===== src/hw/rtl/srq_pkg.sv =====
// Shared definitions for the strict-priority ready queue.
// Action codes, fixed field widths and default sizes.
// No dependencies.
package srq_pkg;

  // fixed field widths of the request and response words
  localparam int ACT_W  = 2;
  localparam int ID_W   = 4;
  localparam int PRIO_W = 2;

  // default sizing
  localparam int TASKS_DEF  = 16;
  localparam int LEVELS_DEF = 4;

  typedef enum logic [ACT_W-1:0] {
    ACT_SPAWN    = 2'd0,
    ACT_WAKE     = 2'd1,
    ACT_SCHEDULE = 2'd2,
    ACT_NOP      = 2'd3
  } action_t;

  // controller states, one-hot
  typedef enum logic [1:0] {
    S_IDLE = 2'b01,
    S_EXEC = 2'b10
  } state_t;

endpackage


===== src/hw/rtl/strict_priority_ready_queue.sv =====
// Strict-priority ready queue: per-level FIFOs of task ids kept as linked lists.
// A word is captured at accept and executed in S_EXEC, where its result word is registered.
// A new word is not accepted until the last one has left S_EXEC, since the link and
// level RAMs are read at accept and written back in S_EXEC, which a full response stalls.
// Reset (rst, synchronous): all levels empty, no task queued, running task 0,
// every task level reads 0 until spawned; the RAM contents themselves are not cleared.
module strict_priority_ready_queue
  import srq_pkg::*;
#(
  parameter int TASKS           = TASKS_DEF,
  parameter int PRIORITY_LEVELS = LEVELS_DEF
) (
  input  logic              clk,
  input  logic              rst,
  // request channel
  input  logic              in_valid,
  output logic              in_ready,
  input  logic [ACT_W-1:0]  action,
  input  logic [ID_W-1:0]   task_id,
  input  logic [PRIO_W-1:0] task_priority,
  // response channel
  output logic              out_valid,
  input  logic              out_ready,
  output logic [ID_W-1:0]   chosen_task,
  output logic              found,
  output logic              spawn_error,
  output logic [ID_W-1:0]   running_task
);

  localparam int TW = $clog2(TASKS);
  localparam int LW = (PRIORITY_LEVELS > 1) ? $clog2(PRIORITY_LEVELS) : 1;

  state_t state;

  // captured request word
  action_t         act_q;
  logic [TW-1:0]   tidx_q;
  logic            id_ok_q;
  logic [LW-1:0]   prio_q;

  // per-level list pointers
  logic [TW-1:0]              level_head [PRIORITY_LEVELS];
  logic [TW-1:0]              level_tail [PRIORITY_LEVELS];
  logic [PRIORITY_LEVELS-1:0] level_nonempty;

  // per-task flags
  logic [TASKS-1:0] is_queued;
  logic [TASKS-1:0] lvl_written;
  logic [ID_W-1:0]  running;

  // RAM ports
  logic          lvl_we;
  logic [LW-1:0] lvl_rdata;
  logic          link_we;
  logic [TW-1:0] link_waddr;
  logic [TW-1:0] link_rdata;

  logic          in_acc;
  logic          exec_go;

  // lowest non-empty level
  logic          sch_found;
  logic [LW-1:0] sch_lvl;
  logic [TW-1:0] sch_head;

  // decode of the captured word
  logic          queued_t;
  logic [LW-1:0] wake_lvl;
  logic          do_append;
  logic [LW-1:0] app_lvl;
  logic          app_nonempty;
  logic          do_sched;
  logic          err_now;

  assign in_ready = (state == S_IDLE);
  assign in_acc   = in_valid && in_ready;
  assign exec_go  = (state == S_EXEC) && (!out_valid || out_ready);

  // priority encoder over the level flags
  always_comb begin
    sch_found = 1'b0;
    sch_lvl   = '0;
    for (int i = PRIORITY_LEVELS - 1; i >= 0; i--) begin
      if (level_nonempty[i]) begin
        sch_found = 1'b1;
        sch_lvl   = LW'(i);
      end
    end
  end
  assign sch_head = level_head[sch_lvl];

  // append / pop decisions for the word in flight
  always_comb begin
    queued_t     = is_queued[tidx_q];
    wake_lvl     = lvl_written[tidx_q] ? lvl_rdata : '0;
    do_append    = 1'b0;
    do_sched     = 1'b0;
    err_now      = 1'b0;
    app_lvl      = wake_lvl;
    unique case (act_q)
      ACT_SPAWN: begin
        app_lvl   = prio_q;
        err_now   = id_ok_q && queued_t;
        do_append = id_ok_q && !queued_t;
      end
      ACT_WAKE: begin
        do_append = id_ok_q && !queued_t;
      end
      ACT_SCHEDULE: begin
        do_sched = sch_found;
      end
      ACT_NOP: begin
        do_append = 1'b0;
      end
      default: begin
        do_append = 1'b0;
      end
    endcase
    app_nonempty = level_nonempty[app_lvl];
  end

  assign lvl_we     = exec_go && do_append && (act_q == ACT_SPAWN);
  assign link_we    = exec_go && do_append && app_nonempty;
  assign link_waddr = level_tail[app_lvl];

  // task level RAM: written on spawn, read at accept for wake
  srq_mem #(
    .DEPTH (TASKS),
    .WIDTH (LW)
  ) u_level_mem (
    .clk     (clk),
    .wr_en   (lvl_we),
    .wr_addr (tidx_q),
    .wr_data (prio_q),
    .rd_en   (in_acc),
    .rd_addr (TW'(task_id)),
    .rd_data (lvl_rdata)
  );

  // link RAM: next pointer per task, read at the head of the lowest busy level
  srq_mem #(
    .DEPTH (TASKS),
    .WIDTH (TW)
  ) u_link_mem (
    .clk     (clk),
    .wr_en   (link_we),
    .wr_addr (link_waddr),
    .wr_data (tidx_q),
    .rd_en   (in_acc),
    .rd_addr (sch_head),
    .rd_data (link_rdata)
  );

  // controller
  always_ff @(posedge clk) begin
    if (rst) begin
      state <= S_IDLE;
    end else begin
      unique case (state)
        S_IDLE: begin
          if (in_acc) state <= S_EXEC;
        end
        S_EXEC: begin
          if (exec_go) state <= S_IDLE;
        end
        default: state <= S_IDLE;
      endcase
    end
  end

  // capture request word
  always_ff @(posedge clk) begin
    if (in_acc) begin
      act_q   <= action_t'(action);
      tidx_q  <= TW'(task_id);
      id_ok_q <= (int'(task_id) < TASKS);
      prio_q  <= (int'(task_priority) >= PRIORITY_LEVELS) ?
                 LW'(PRIORITY_LEVELS - 1) : LW'(task_priority);
    end
  end

  // list and flag updates
  always_ff @(posedge clk) begin
    if (rst) begin
      level_nonempty <= '0;
      is_queued      <= '0;
      lvl_written    <= '0;
      running        <= '0;
      for (int i = 0; i < PRIORITY_LEVELS; i++) begin
        level_head[i] <= '0;
        level_tail[i] <= '0;
      end
    end else if (exec_go) begin
      if (do_append) begin
        is_queued[tidx_q]   <= 1'b1;
        level_tail[app_lvl] <= tidx_q;
        if (!app_nonempty) begin
          level_head[app_lvl]     <= tidx_q;
          level_nonempty[app_lvl] <= 1'b1;
        end
        if (act_q == ACT_SPAWN) lvl_written[tidx_q] <= 1'b1;
      end
      if (do_sched) begin
        if (sch_head == level_tail[sch_lvl]) begin
          level_nonempty[sch_lvl] <= 1'b0;
        end else begin
          level_head[sch_lvl] <= link_rdata;
        end
        is_queued[sch_head] <= 1'b0;
        running             <= ID_W'(sch_head);
      end
    end
  end

  // response register
  always_ff @(posedge clk) begin
    if (rst) begin
      out_valid <= 1'b0;
    end else if (exec_go) begin
      out_valid <= 1'b1;
    end else if (out_ready) begin
      out_valid <= 1'b0;
    end
  end

  always_ff @(posedge clk) begin
    if (exec_go) begin
      chosen_task  <= do_sched ? ID_W'(sch_head) : '0;
      found        <= do_sched;
      spawn_error  <= err_now;
      running_task <= do_sched ? ID_W'(sch_head) : running;
    end
  end

  // checks
  a_accept_exec : assert property (@(posedge clk) disable iff (rst)
    in_acc |=> (state == S_EXEC) && !in_ready)
    else $error("accepted word did not enter execute");

  a_stall_hold : assert property (@(posedge clk) disable iff (rst)
    (state == S_EXEC) && out_valid && !out_ready |=> (state == S_EXEC))
    else $error("execute left while response slot full");

  a_found_running : assert property (@(posedge clk) disable iff (rst)
    out_valid && found |-> (running_task == chosen_task))
    else $error("scheduled task is not the running task");

  a_excl_flags : assert property (@(posedge clk) disable iff (rst)
    out_valid |-> !(found && spawn_error))
    else $error("found and spawn error both set");

  a_empty_consistent : assert property (@(posedge clk) disable iff (rst)
    ($countones(is_queued) == 0) |-> (level_nonempty == '0))
    else $error("level marked busy with no queued task");

endmodule


===== src/hw/rtl/srq_mem.sv =====
// Simple dual-port synchronous RAM: one write port, one read port.
// Read data is registered and held while rd_en is low.
// No dependencies.
module srq_mem #(
  parameter int DEPTH = 16,
  parameter int WIDTH = 4
) (
  input  logic                     clk,
  input  logic                     wr_en,
  input  logic [$clog2(DEPTH)-1:0] wr_addr,
  input  logic [WIDTH-1:0]         wr_data,
  input  logic                     rd_en,
  input  logic [$clog2(DEPTH)-1:0] rd_addr,
  output logic [WIDTH-1:0]         rd_data
);

  logic [WIDTH-1:0] mem [DEPTH];

  // write port
  always_ff @(posedge clk) begin
    if (wr_en) begin
      mem[wr_addr] <= wr_data;
    end
  end

  // registered read port
  always_ff @(posedge clk) begin
    if (rd_en) begin
      rd_data <= mem[rd_addr];
    end
  end

endmodule

===== config.mk =====
export PLATFORM = sky130hd
export DESIGN_NAME = strict_priority_ready_queue
export DESIGN_NICKNAME = d
export VERILOG_FILES = /design/src/hw/rtl/srq_pkg.sv /design/src/hw/rtl/strict_priority_ready_queue.sv /design/src/hw/rtl/srq_mem.sv
export SDC_FILE = /design/constraint.sdc
export NUM_CORES = 1
export LEC_CHECK = 0
export BUFFER_PORTS_ARGS = -buffer_cell sky130_fd_sc_hd__buf_4
export CORE_MARGIN = 2
export CORE_UTILIZATION = 55
export CTS_CLUSTER_DIAMETER = 30
export DETAILED_ROUTE_END_ITERATION = 6
export HOLD_SLACK_MARGIN = 0.15
export PLACE_DENSITY = 0.83
export SETUP_SLACK_MARGIN = 0.4
export SLEW_MARGIN = 30
export SYNTH_ARGS = -nofsm -noshare
export SYNTH_HDL_FRONTEND = slang
export SYNTH_SLANG_ARGS = --single-unit

===== constraint.sdc =====
create_clock -name clk -period 3.4 [get_ports clk]
set_input_delay 0.85 -clock clk [delete_from_list [all_inputs] [get_ports clk]]
set_output_delay 0.85 -clock clk [all_outputs]
set_load 0.01 [all_outputs]

[After elaboration in Yosys (flattened, before gate mapping)]
Memories as Yosys holds them, arrays and structs flattened. A register that Yosys moved wholly into a read port is not among the register bits.
Index checks and enable logic that the tools add are counted.
Word-level totals
  output and inout port bits: 12
  logic and storage cells: 130
  memories kept: 4
  bits of input ports: 12
  RAM bits: 128
  flip-flop bits (word level): 61
Memories
  u_link_mem.mem: depth 16, width 4, read ports 1, clocked after Yosys merged registers in 1, write ports 1, line srq_mem.sv:17  | logic [WIDTH-1:0] mem [DEPTH];
  u_level_mem.mem: depth 16, width 2, read ports 1, clocked after Yosys merged registers in 1, write ports 1, line srq_mem.sv:17
  level_head: depth 4, width 4, read ports 1, clocked after Yosys merged registers in 0, write ports 4, line strict_priority_ready_queue.sv:42  | logic [TW-1:0] level_head [PRIORITY_LEVELS];
  level_tail: depth 4, width 4, read ports 2, clocked after Yosys merged registers in 0, write ports 4, line strict_priority_ready_queue.sv:43  | logic [TW-1:0] level_tail [PRIORITY_LEVELS];
Operators by class
  reduce and logical (&&, ||, !) cells: 20
  muxes and demuxes: 71
  magnitude comparators: 8
  equal/unequal tests: 7
  bitwise gates (word level): 7
Operators by type and width (number)
  $mux 16: 4
  $mux 4: 10
  $mux 1: 38
  $or 16x16->16: 2
  $mux 2: 11
  $and 16x16->16: 1
  $not 16->16: 1
  $reduce_or 4->1: 3
  $lt 4x5->1 const B: 2
  $logic_and 1x1->1: 9
  $bmux 1 s4: 2
  $demux 1 s4: 2
  $ge 4x1->1 const B: 2
  $lt 2x3->1 const B: 2
  $and 4x4->4: 1
  $demux 1 s2: 2
  $eq 2x1->1 const B: 2
  $eq 2x2->1 const B: 2
  $eq 4x4->1: 1
  $ge 2x1->1 const B: 2
  $not 4->4: 1
  $or 4x4->4: 1
  $pmux 2 s2: 1
  $reduce_and 3->1: 1
  9 further kinds: 10

[Longest topological paths before layout]
Gate-level depths: netlist of run 1.
  depth after elaboration: 16
  gate-level depth with buffers: 12
  mapped depth without buffers: 9

[Cells and area by module]
From an unflattened synthesis of run 1, not the netlist that was laid out.
Unflattened totals
  cells, all modules: 673
  area, all modules: 8749.6 um2
Modules (own cells, without submodules)
  strict_priority_ready_queue: times used 1, area each 4643.2 um2, sequential area each 2362.3 um2, cells an instance 465
  srq_mem (u_link_mem): times used 1, area each 2706.3 um2, sequential area each 2042.0 um2, cells an instance 130
  srq_mem (u_level_mem): times used 1, area each 1400.1 um2, sequential area each 1021.0 um2, cells an instance 78

[Least setup slack after synthesis of run 1]
Ideal clock, no wire load.
  path kind: reg2reg
  start point: register tidx_q[1]
  end point: memory u_link_mem.mem[12][0] (enable)
  buffers on the path: 2
  period minus slack after synthesis: 3.313 ns
  path slack: 0.087 ns
  data required time: 3.071 ns
  setup time: 0.329 ns
  stages on the path, launching flop included: 10
  arrival time: 2.983 ns
  cell sequence: edfxtp_1 > buf_6 > nor2b_2 > a221oi_2 > and3_1 > or2_1 > clkbuf_1 > mux2_2 > or4b_1 > nor2_1
On the way
  longest elaborated chain between the ends: 9
  elaborated cells on any way between the ends: 15
  classes of those cells: mux (11); reduce/logical (3); memory (1)
Ends and longest elaborated chain
  start: declaration: line strict_priority_ready_queue.sv:37  | logic [TW-1:0] tidx_q;
  start signal: assignment: line strict_priority_ready_queue.sv:175  | tidx_q <= TW'(task_id);
  $bmux 1 s4: line strict_priority_ready_queue.sv:95  | wake_lvl = lvl_written[tidx_q] ? lvl_rdata : '0;
  $mux 1 (not written as such): line strict_priority_ready_queue.sv:95
  $mux 2: line strict_priority_ready_queue.sv:95
  $mux 2: line strict_priority_ready_queue.sv:100  | unique case (act_q)
  $bmux 1 s2: line strict_priority_ready_queue.sv:119  | app_nonempty = level_nonempty[app_lvl];
  $mux 1 (not written as such): line strict_priority_ready_queue.sv:119
  $logic_and 1x1->1: line strict_priority_ready_queue.sv:123  | assign link_we = exec_go && do_append && app_nonempty;
  $mux 1: line srq_mem.sv:21  | if (wr_en) begin
  $mux 1 (not written as such): line srq_mem.sv:22  | mem[wr_addr] <= wr_data;
  end: declaration: line srq_mem.sv:17
Several ways; a longest one is shown, not always the timed one. The select of a mux whose other input is x is not followed.

[Final worst setup path of run 1]
  start point: register tidx_q[1]
  end point: memory u_link_mem.mem[13][0] (enable)
The elaborated chain is that of the path after synthesis.

==> flow_metrics.env, run 1 <==
export IMPL_status="finished, final reports clean"
export IMPL_synth_edf_count=152
export IMPL_hold_viol_final=0
export IMPL_ys_seq_area_frac=0.615
export IMPL_grt_pass1_wl_um=33700
export IMPL_first_iter_violations=859
export IMPL_finalCriticalPeriod_ns=3.14
export IMPL_fmax_ghz=0.318
export IMPL_syn_area_per_cell_um2=12.1
export IMPL_first_global_vias=6290
export IMPL_num_io_pins=24
export IMPL_ys_ff_latch=195
export IMPL_drt_wl_total_um=22700
export IMPL_wire_per_inst_um=22.0
export IMPL_synth_top_area_share=0.518
export IMPL_combPwrFrac=0.086
export IMPL_yosys_area_top_type="edfxtp_1"
export IMPL_rsz0062_at_grt="true"
export IMPL_crit_arrival_ns=3.29
export IMPL_synth_area_mm2=0.00882
export IMPL_synth_cells=727
export IMPL_critPathRequiredTime_ns=3.54
export IMPL_vias_per_cell=6.48
export IMPL_die_h_um=131
export IMPL_p_sw_uw=1180
export IMPL_area_delta_synth_final_pct=21.7
export IMPL_htreeDepth=4
export IMPL_drtAntennaViolNets=0
export IMPL_crit_type="reg2reg"
export IMPL_slew_violations=0
export IMPL_p_leak_uw=0.00375
export IMPL_drive_gt1_frac=0.265
export IMPL_grt_overflow=0
export IMPL_finalSetupTns_ns=0
export IMPL_worstHoldPathType="reg2reg"
export IMPL_cts_tree="built"
export IMPL_synthArstFlopShare=0
export IMPL_slew_headroom=0.333
export IMPL_yosys_most_used_dff="edfxtp_1"
export IMPL_finalSetupViolCount=0
export IMPL_seqPwrFrac=0.511
export IMPL_dr_pass1_iters=6
export IMPL_drv_cap=0
export IMPL_die_area_mm2=0.0171
export IMPL_skew_ns=0.0107
export IMPL_grtUsageTotal=0.265
export IMPL_vias=6666
export IMPL_dpl_cell_area_mm2=0.00945
export IMPL_design_area_mm2=0.0107
export IMPL_nets=811
export IMPL_start_kind="flip-flop"
export IMPL_root_buffer="clkbuf_16"
export IMPL_cp_max_fo=9
export IMPL_fin_crit_sh=0.924
export IMPL_clock_power_share=0.403
export IMPL_drc=0
export IMPL_ir_worst_vdd_mv=0.400
export IMPL_ys_warnings_count=0
export IMPL_pre_cts_ws_ns=0.0668
export IMPL_diodes=0
export IMPL_layout_setup_ws_ns=0.257
export IMPL_insertion_delay_ns=0.44
export IMPL_synth_area_top_cells="edfxtp_1 52%, dfxtp_1 9.8%, mux4_2 3.6%"
export IMPL_fin_cells=1028
export IMPL_max_slew_worst_pin_slew_ns=0.996
export IMPL_numCtsBuffers=17
export IMPL_fillCellCount=1050
export IMPL_end_kind="flip-flop"
export IMPL_place_inst=967
export IMPL_swShare=0.229
export IMPL_synth_distinct_cells=70
export IMPL_std_cell_rows=46
export IMPL_core_area_mm2=0.0158
export IMPL_initial_core_util=0.559
export IMPL_power_density_mw_per_mm2=479
export IMPL_antenna_found_initial=0
export IMPL_total_power_uw=5140
export IMPL_clk_pin_slew_ns=0.07
export IMPL_dp_hpwl_um=14600
export IMPL_clock_path_buffers=2
export IMPL_grt_max_degree=35
export IMPL_die_x_um=131
export IMPL_clkSinkCount=195
export IMPL_internal_power_uw=3970
export IMPL_place_congestion=1.02
export IMPL_port_buffers=23
export IMPL_synth_fp_nets=739
-- flip-flops by register name, summed over array words and instances, names as in the netlist --
signal,cells
u_level_mem.mem,32
u_level_mem.rd_data,2
level_head,16
running,4
is_queued,16
u_link_mem.mem,64
out_valid,1
tidx_q,4
level_nonempty,4
u_link_mem.rd_data,4
found,1
running_task,4
act_q,2
chosen_task,4
state,2
lvl_written,16
spawn_error,1
level_tail,16
prio_q,2
-- path summary, 6_finish.rpt --
path	slack, ns	from	end	depth (start not counted)
max	0.26	tidx_q[1]	u_link_mem.mem[13][0]	9
min	0.47	running[2]	running[2]	2
max reg2reg	0.26	tidx_q[1]	u_link_mem.mem[13][0]	9
min reg2reg	0.47	running[2]	running[2]	2
-- synthesized netlist by cell type (5+ instances only) --
cell	n
mux4_2	14
nor4b_1	7
nand2_1	84
nor2b_1	17
and2_1	22
nor3_1	13
a21oi_1	28
a311oi_1	15
nand3_1	20
a211oi_1	19
or2_1	5
mux2i_1	20
nor4_1	5
or4_1	7
inv_1	10
buf_2	13
o21a_1	19
and3_1	12
clkbuf_1	23
or3_1	7
a31oi_1	11
edfxtp_1	152
o21ai_0	12
nand2b_1	7
dfxtp_1	43
nor2_1	69
-- layer usage --
metal  up-vias  global-route usage  part of all wire
li1       2913                   -                 -
met1      3267               0.352              0.39
met2       417               0.433              0.49
met3        69              0.0582             0.092
met4         0              0.0951             0.030
met5         -                   0                 0
-- logic make-up after synthesis --
group | count (synthesis) | share of synthesized area
multiplexers | 38 | 0.0636
AND/OR/NAND/NOR | 300 | 0.173
buffers and inverters | 52 | 0.0280
AO/OA/AOI/OAI | 142 | 0.120
flip-flops | 195 | 0.615
-- cells in the final DEF (no fill, tap or decap), drive strengths merged, types with 15 or more instances in the layout --
| cell type | instances |
|---|---|
| a21oi | 29 |
| dfxtp | 43 |
| nand3 | 20 |
| clkbuf | 21 |
| mux2i | 20 |
| and2 | 23 |
| a211oi | 19 |
| nor2b | 18 |
| nor2 | 69 |
| buf | 92 |
| nand2 | 84 |
| o21a | 19 |
| edfxtp | 152 |
| a311oi | 15 |
-- cell type report --
type	count	area (µm²)	share of cell area
sequential	195	5440	0.507
multi-input combinational	481	3600	0.336
clock buffer	21	483	0.0450
tap	216	270	0.0252
timing repair buffer	93	763	0.0711
clock inverter	11	136	0.0127
inverter	11	41.3	0.00385
-- metrics by stage --
step / util / hold WS (ns)
after floorplan: - / 0.437
after global placement: 0.599 / 0.448
after detailed placement: 0.599 / 0.452
after CTS: 0.657 / 0.469
after global routing: 0.681 / 0.489
final: 0.681 / 0.472
-- power by group through the flow --
| stage | clock [µW] | combinational, µW | sequential (µW) |
|---|---|---|---|
| after floorplan | 0 | 219 | 2680 |
| after global placement | 0 | 319 | 2680 |
| after detailed placement | 0 | 331 | 2680 |
| after CTS | 2070 | 385 | 2620 |
| after global routing | 2170 | 463 | 2630 |
| final | 2070 | 441 | 2630 |
-- timing repair --
action / 4_1_cts / 5_1_grt
pin swaps: 11 / 19
buffers inserted: 17 / 10
hold buffers: 0 / 0
gates resized for setup: 32 / 57
cloned: 1 / 1
endpoints found under the hold margin: 0 / 0
endpoints found under the setup margin: 97 / 99
-- critical path, stage by stage (launching register included) --
cell and delay [ns]:
edfxtp_1 0.44, buf_12 0.18, mux2i_1 0.16, a221oi_2 0.31, and3_1 0.25, or2_4 0.20, buf_4 0.19, mux2_4 0.33
or4b_4 0.60, nor2_4 0.18
Note: power is estimated with default switching activity, not from simulation.
==> inputs of run 2 (changes only) <==
Settings changed: CTS_CLUSTER_DIAMETER 30 to 60, PLACE_DENSITY 0.83 to 0.71.
==> flow_metrics.env, run 2 (synthesis gave the netlist of run 1 again) <==
export IMPL_status="finished, final reports clean"
export IMPL_wire_per_inst_um=21.7
export IMPL_grtUsageTotal=0.264
export IMPL_htreeDepth=4
export IMPL_root_buffer="clkbuf_16"
export IMPL_cp_max_fo=7
export IMPL_skew_ns=0.0126
export IMPL_area_delta_synth_final_pct=23.1
export IMPL_final_common_cell="edfxtp_1"
export IMPL_drc=0
export IMPL_num_io_pins=24
export IMPL_fillCellCount=1142
export IMPL_std_cell_rows=46
export IMPL_grt_pass1_wl_um=33400
export IMPL_crit_arrival_ns=3.37
export IMPL_finalSetupTns_ns=0
export IMPL_diodes=0
export IMPL_fin_crit_sh=0.950
export IMPL_insertion_delay_ns=0.44
export IMPL_nets=820
export IMPL_die_area_mm2=0.0171
export IMPL_worstHoldPathType="reg2reg"
export IMPL_finalCriticalPeriod_ns=3.23
export IMPL_clk_pin_slew_ns=0.07
export IMPL_largest_registers="u_link_mem.mem (64), u_level_mem.mem (32)"
export IMPL_hold_buffers=0
export IMPL_vias=6446
export IMPL_ir_worst_vdd_mv=0.356
export IMPL_rsz0062_at_grt="true"
export IMPL_total_power_uw=4990
export IMPL_crit_end="u_link_mem.mem[12][3]"
export IMPL_vias_per_cell=6.22
export IMPL_die_h_um=131
export IMPL_grt_max_degree=32
export IMPL_core_area_mm2=0.0158
export IMPL_cp_startpoint="tidx_q[3]"
export IMPL_reg2regPathDepth=11
export IMPL_grt_overflow=0
export IMPL_initial_core_util=0.559
export IMPL_max_slew_worst_pin_slew_ns=0.893
export IMPL_antenna_found_initial=0
export IMPL_drt_wl_total_um=22500
export IMPL_start_kind="flip-flop"
export IMPL_r2r_end="u_link_mem.mem[12][3]"
export IMPL_largest_register="u_link_mem.mem"
export IMPL_crit_type="reg2reg"
export IMPL_p_leak_uw=0.00377
export IMPL_timing_rr_start="tidx_q[3]"
export IMPL_slew_headroom=0.405
export IMPL_reg2reg_slack_ns=0.17
export IMPL_final_cell_mix="152 x edfxtp_1, 82 x buf_4, 80 x nand2_1"
export IMPL_first_iter_violations=698
export IMPL_finalSetupViolCount=0
export IMPL_drtAntennaViolNets=0
export IMPL_die_x_um=131
export IMPL_hold_viol_final=0
export IMPL_first_global_vias=6215
export IMPL_largest_reg_flops=64
export IMPL_dp_hpwl_um=15000
export IMPL_drv_cap=0
export IMPL_place_congestion=0.863
export IMPL_critPathRequiredTime_ns=3.54
export IMPL_clkSinkCount=195
export IMPL_clock_path_buffers=2
export IMPL_numCtsBuffers=17
export IMPL_fmax_ghz=0.310
export IMPL_slew_violations=0
export IMPL_dr_pass1_iters=5
export IMPL_port_buffers=23
export IMPL_power_density_mw_per_mm2=460
export IMPL_cts_tree="built"
export IMPL_drive_gt1_frac=0.286
export IMPL_end_kind="flip-flop"
## run 2: cell count changes in the layout (fill, tap and decap cells not counted), sizes merged
cell,previous run,this run
buf,92,102
bufinv,2,0
clkbuf,21,19
clkinv,4,6
clkinvlp,2,1
inv,14,17
or2,9,8
## run 2: worst min-delay path by stage
| stage | startpoint | end | slack, ns | cells past startpoint |
|---|---|---|---|---|
| 6_report | running[2] | running[2] | 0.46 | 2 |
| 5_1_grt | lvl_written[5] | lvl_written[5] | 0.49 | 1 |
| 4_1_cts | running[2] | running[2] | 0.46 | 2 |
| 3_5_place_dp | running[2] | running[2] | 0.45 | 2 |
| 3_3_place_gp | running[3] | running[3] | 0.45 | 2 |
| 2_1_floorplan | running[2] | running[2] | 0.44 | 2 |
## run 2: what timing repair did
| item | 4_1_cts | 5_1_grt |
|---|---|---|
| gates resized for setup | 74 | 46 |
| cloned | 2 | 0 |
| pin swaps | 18 | 18 |
| endpoints found under the hold margin | 0 | 0 |
| setup endpoints to repair | 108 | 113 |
| setup buffers | 18 | 20 |
## run 2: worst max-delay path, cell delays in order, from the launching register on
cell	delay, ns
edfxtp_1	0.47
buf_6	0.17
buf_6	0.12
mux2i_2	0.21
a32oi_2	0.10
a22oi_2	0.36
o21ai_4	0.10
buf_12	0.16
mux2i_4	0.20
mux2_4	0.32
or4b_4	0.56
nor2_4	0.16
## run 2: final cells by class
type	instances	area (µm²)	share of cell area
flip-flops and latches	195	5430	0.500
multi-input cells	480	3650	0.336
repair buffers	103	920	0.0847
clock buffers	19	443	0.0408
well taps	216	270	0.0249
clock inverters	13	97.6	0.00899
inverters	11	41.3	0.00380
## run 2: power breakdown
part	internal, µW	switching [µW]
registers	2600	26.1
clock network	967	906
logic	219	274
total	3780	1210
## run 2: layer usage
layer,part of all wire,wire length [µm],vias up,global-route usage
met5,0,0,-,0
met4,0.022,493,0,0.0939
met3,0.057,1280,36,0.0419
met2,0.49,11100,226,0.437
met1,0.43,9610,3254,0.358
li1,-,-,2930,-
## run 2: metrics by stage
stage | worst slack, ns | area, µm² | hold slack [ns] | utilization | std cells
CTS | 0.235 | 10500 | 0.460 | 0.666 | 1017
finish | 0.169 | 10900 | 0.465 | 0.688 | 1037
detailed placement | 0.0433 | 9430 | 0.451 | 0.598 | 965
global placement | 0.184 | 9430 | 0.447 | 0.598 | 965
floorplan | 0.298 | 8890 | 0.437 | - | 727
global route | 0.0751 | 10900 | 0.493 | 0.688 | 1037
==> inputs of run 3 (changes only) <==
Settings changed: CORE_MARGIN 2 to 5.
==> flow_metrics.env, run 3 (synthesis gave the netlist of run 1 again) <==
export IMPL_status="finished, final reports clean"
export IMPL_grtUsageTotal=0.244
export IMPL_cp_slowest_cell="or4b_4"
export IMPL_cts_tree="built"
export IMPL_largest_reg_flops=64
export IMPL_first_global_vias=6355
export IMPL_dr_pass1_iters=6
export IMPL_largest_registers="u_link_mem.mem (64), u_level_mem.mem (32)"
export IMPL_reg2regPathDepth=10
export IMPL_seqPwrFrac=0.521
export IMPL_rsz0062_at_grt="true"
export IMPL_core_area_mm2=0.0158
export IMPL_crit_path_max_incr_delay_ns=0.57
export IMPL_insertion_delay_ns=0.44
export IMPL_slew_violations=0
export IMPL_die_area_mm2=0.0187
export IMPL_finalSetupViolCount=0
export IMPL_numCtsBuffers=17
export IMPL_crit_arrival_ns=3.26
export IMPL_slew_headroom=0.375
export IMPL_wire_per_inst_um=21.5
export IMPL_cp_max_fo=14
export IMPL_std_cell_rows=46
export IMPL_vias=6468
export IMPL_finalSetupTns_ns=0
export IMPL_internal_power_uw=3910
export IMPL_combPwrFrac=0.079
export IMPL_total_power_uw=5050
export IMPL_antenna_found_initial=0
export IMPL_skew_ns=0.0118
export IMPL_grt_pass1_wl_um=34200
export IMPL_clk_pin_slew_ns=0.07
export IMPL_die_h_um=137
export IMPL_root_buffer="clkbuf_16"
export IMPL_nets=811
export IMPL_p_leak_uw=0.00373
export IMPL_fmax_ghz=0.320
export IMPL_drc=0
export IMPL_finalCriticalPeriod_ns=3.13
export IMPL_vias_per_cell=6.29
export IMPL_pre_cts_ws_ns=0.0121
export IMPL_first_iter_violations=752
export IMPL_clock_power_share=0.400
export IMPL_ir_worst_vdd_mv=0.348
export IMPL_num_io_pins=24
export IMPL_clock_path_buffers=2
export IMPL_p_sw_uw=1140
export IMPL_largest_register="u_link_mem.mem"
export IMPL_area_delta_synth_final_pct=20.1
export IMPL_crit_top_cell="buf_12"
export IMPL_port_buffers=23
export IMPL_initial_core_util=0.557
export IMPL_htreeDepth=4
export IMPL_crit_type="reg2reg"
export IMPL_path_cells="buf_12, mux2i_4, a32oi_2, a22oi_2, o21ai_4, buf_12, mux2i_2, mux2_4, or4b_4, nor2_4"
export IMPL_swShare=0.225
export IMPL_place_congestion=0.977
export IMPL_final_cell_mix="152 x edfxtp_1, 89 x buf_4, 83 x nand2_1"
export IMPL_start_kind="flip-flop"
export IMPL_min_path_cells=2
export IMPL_power_density_mw_per_mm2=477
export IMPL_layout_setup_ws_ns=0.274
export IMPL_drive_gt1_frac=0.256
export IMPL_max_slew_worst_pin_slew_ns=0.937
export IMPL_end_kind="flip-flop"
export IMPL_drt_wl_total_um=22200
export IMPL_clkSinkCount=195
export IMPL_drtAntennaViolNets=0
export IMPL_final_common_cell="edfxtp_1"
export IMPL_grt_max_degree=32
export IMPL_fin_crit_sh=0.919
export IMPL_grt_overflow=0
export IMPL_dp_hpwl_um=15100
export IMPL_diodes=0
export IMPL_hold_viol_final=0
export IMPL_critPathRequiredTime_ns=3.54
export IMPL_worstHoldPathType="reg2reg"
export IMPL_die_x_um=137
export IMPL_drv_cap=0
==> run 3: path summary, 6_finish.rpt <==
path	from	to	slack (ns)
setup / recovery	tidx_q[1]	u_link_mem.mem[12][0]	0.27
hold / removal	running[2]	running[2]	0.48
setup reg to reg	tidx_q[1]	u_link_mem.mem[12][0]	0.27
hold reg to reg	running[2]	running[2]	0.48
==> run 3: layer usage <==
| metal | share of wire | global-route usage |
|---|---|---|
| met5 | 0 | 0 |
| met4 | 0.036 | 0.103 |
| met3 | 0.082 | 0.0515 |
| met2 | 0.47 | 0.389 |
| met1 | 0.41 | 0.326 |
==> run 3: final cells by class <==
type                            count  area [µm²]
Sequential cell                   195        5440
Multi-Input combinational cell    480        3470
Inverter                           11        41.3
Clock buffer                       25         559
Clock inverter                      7        51.3
Tap cell                          216         270
Fill cell                        1125        5230
Timing Repair Buffer               94         763
==> run 3: critical path, delay by kind of cell (launching register included) <==
kind	cells	cell delay, ns
AOI/OAI and AO/OA	3	0.62
buffers and inverters	2	0.34
DFF	1	0.39
muxes	3	0.74
and+or+nand+nor	2	0.73
==> run 3: what timing repair did <==
item	CTS	global route
setup buffers	8	17
hold buffers	0	0
endpoints found under the setup margin	101	97
gates resized for setup	29	33
cloned	1	0
pin swaps	7	9
==> run 3: power groups by stage <==
stage	clock network (µW)	registers (µW)	logic [µW]
final	2020	2630	399
after detailed placement	0	2680	335
after CTS	2050	2630	371
after global placement	0	2680	327
after global routing	2150	2630	424
after floorplan	0	2680	219
==> run 3: per-stage QoR <==
stage	utilization	std cells	hold WS (ns)	cell area, µm²
final	0.669	1028	0.477	10600
after global routing	0.669	1028	0.495	10600
after CTS	0.652	1011	0.472	10300
after detailed placement	0.599	970	0.456	9470
after global placement	0.598	970	0.446	9470
after floorplan	-	727	0.437	8890
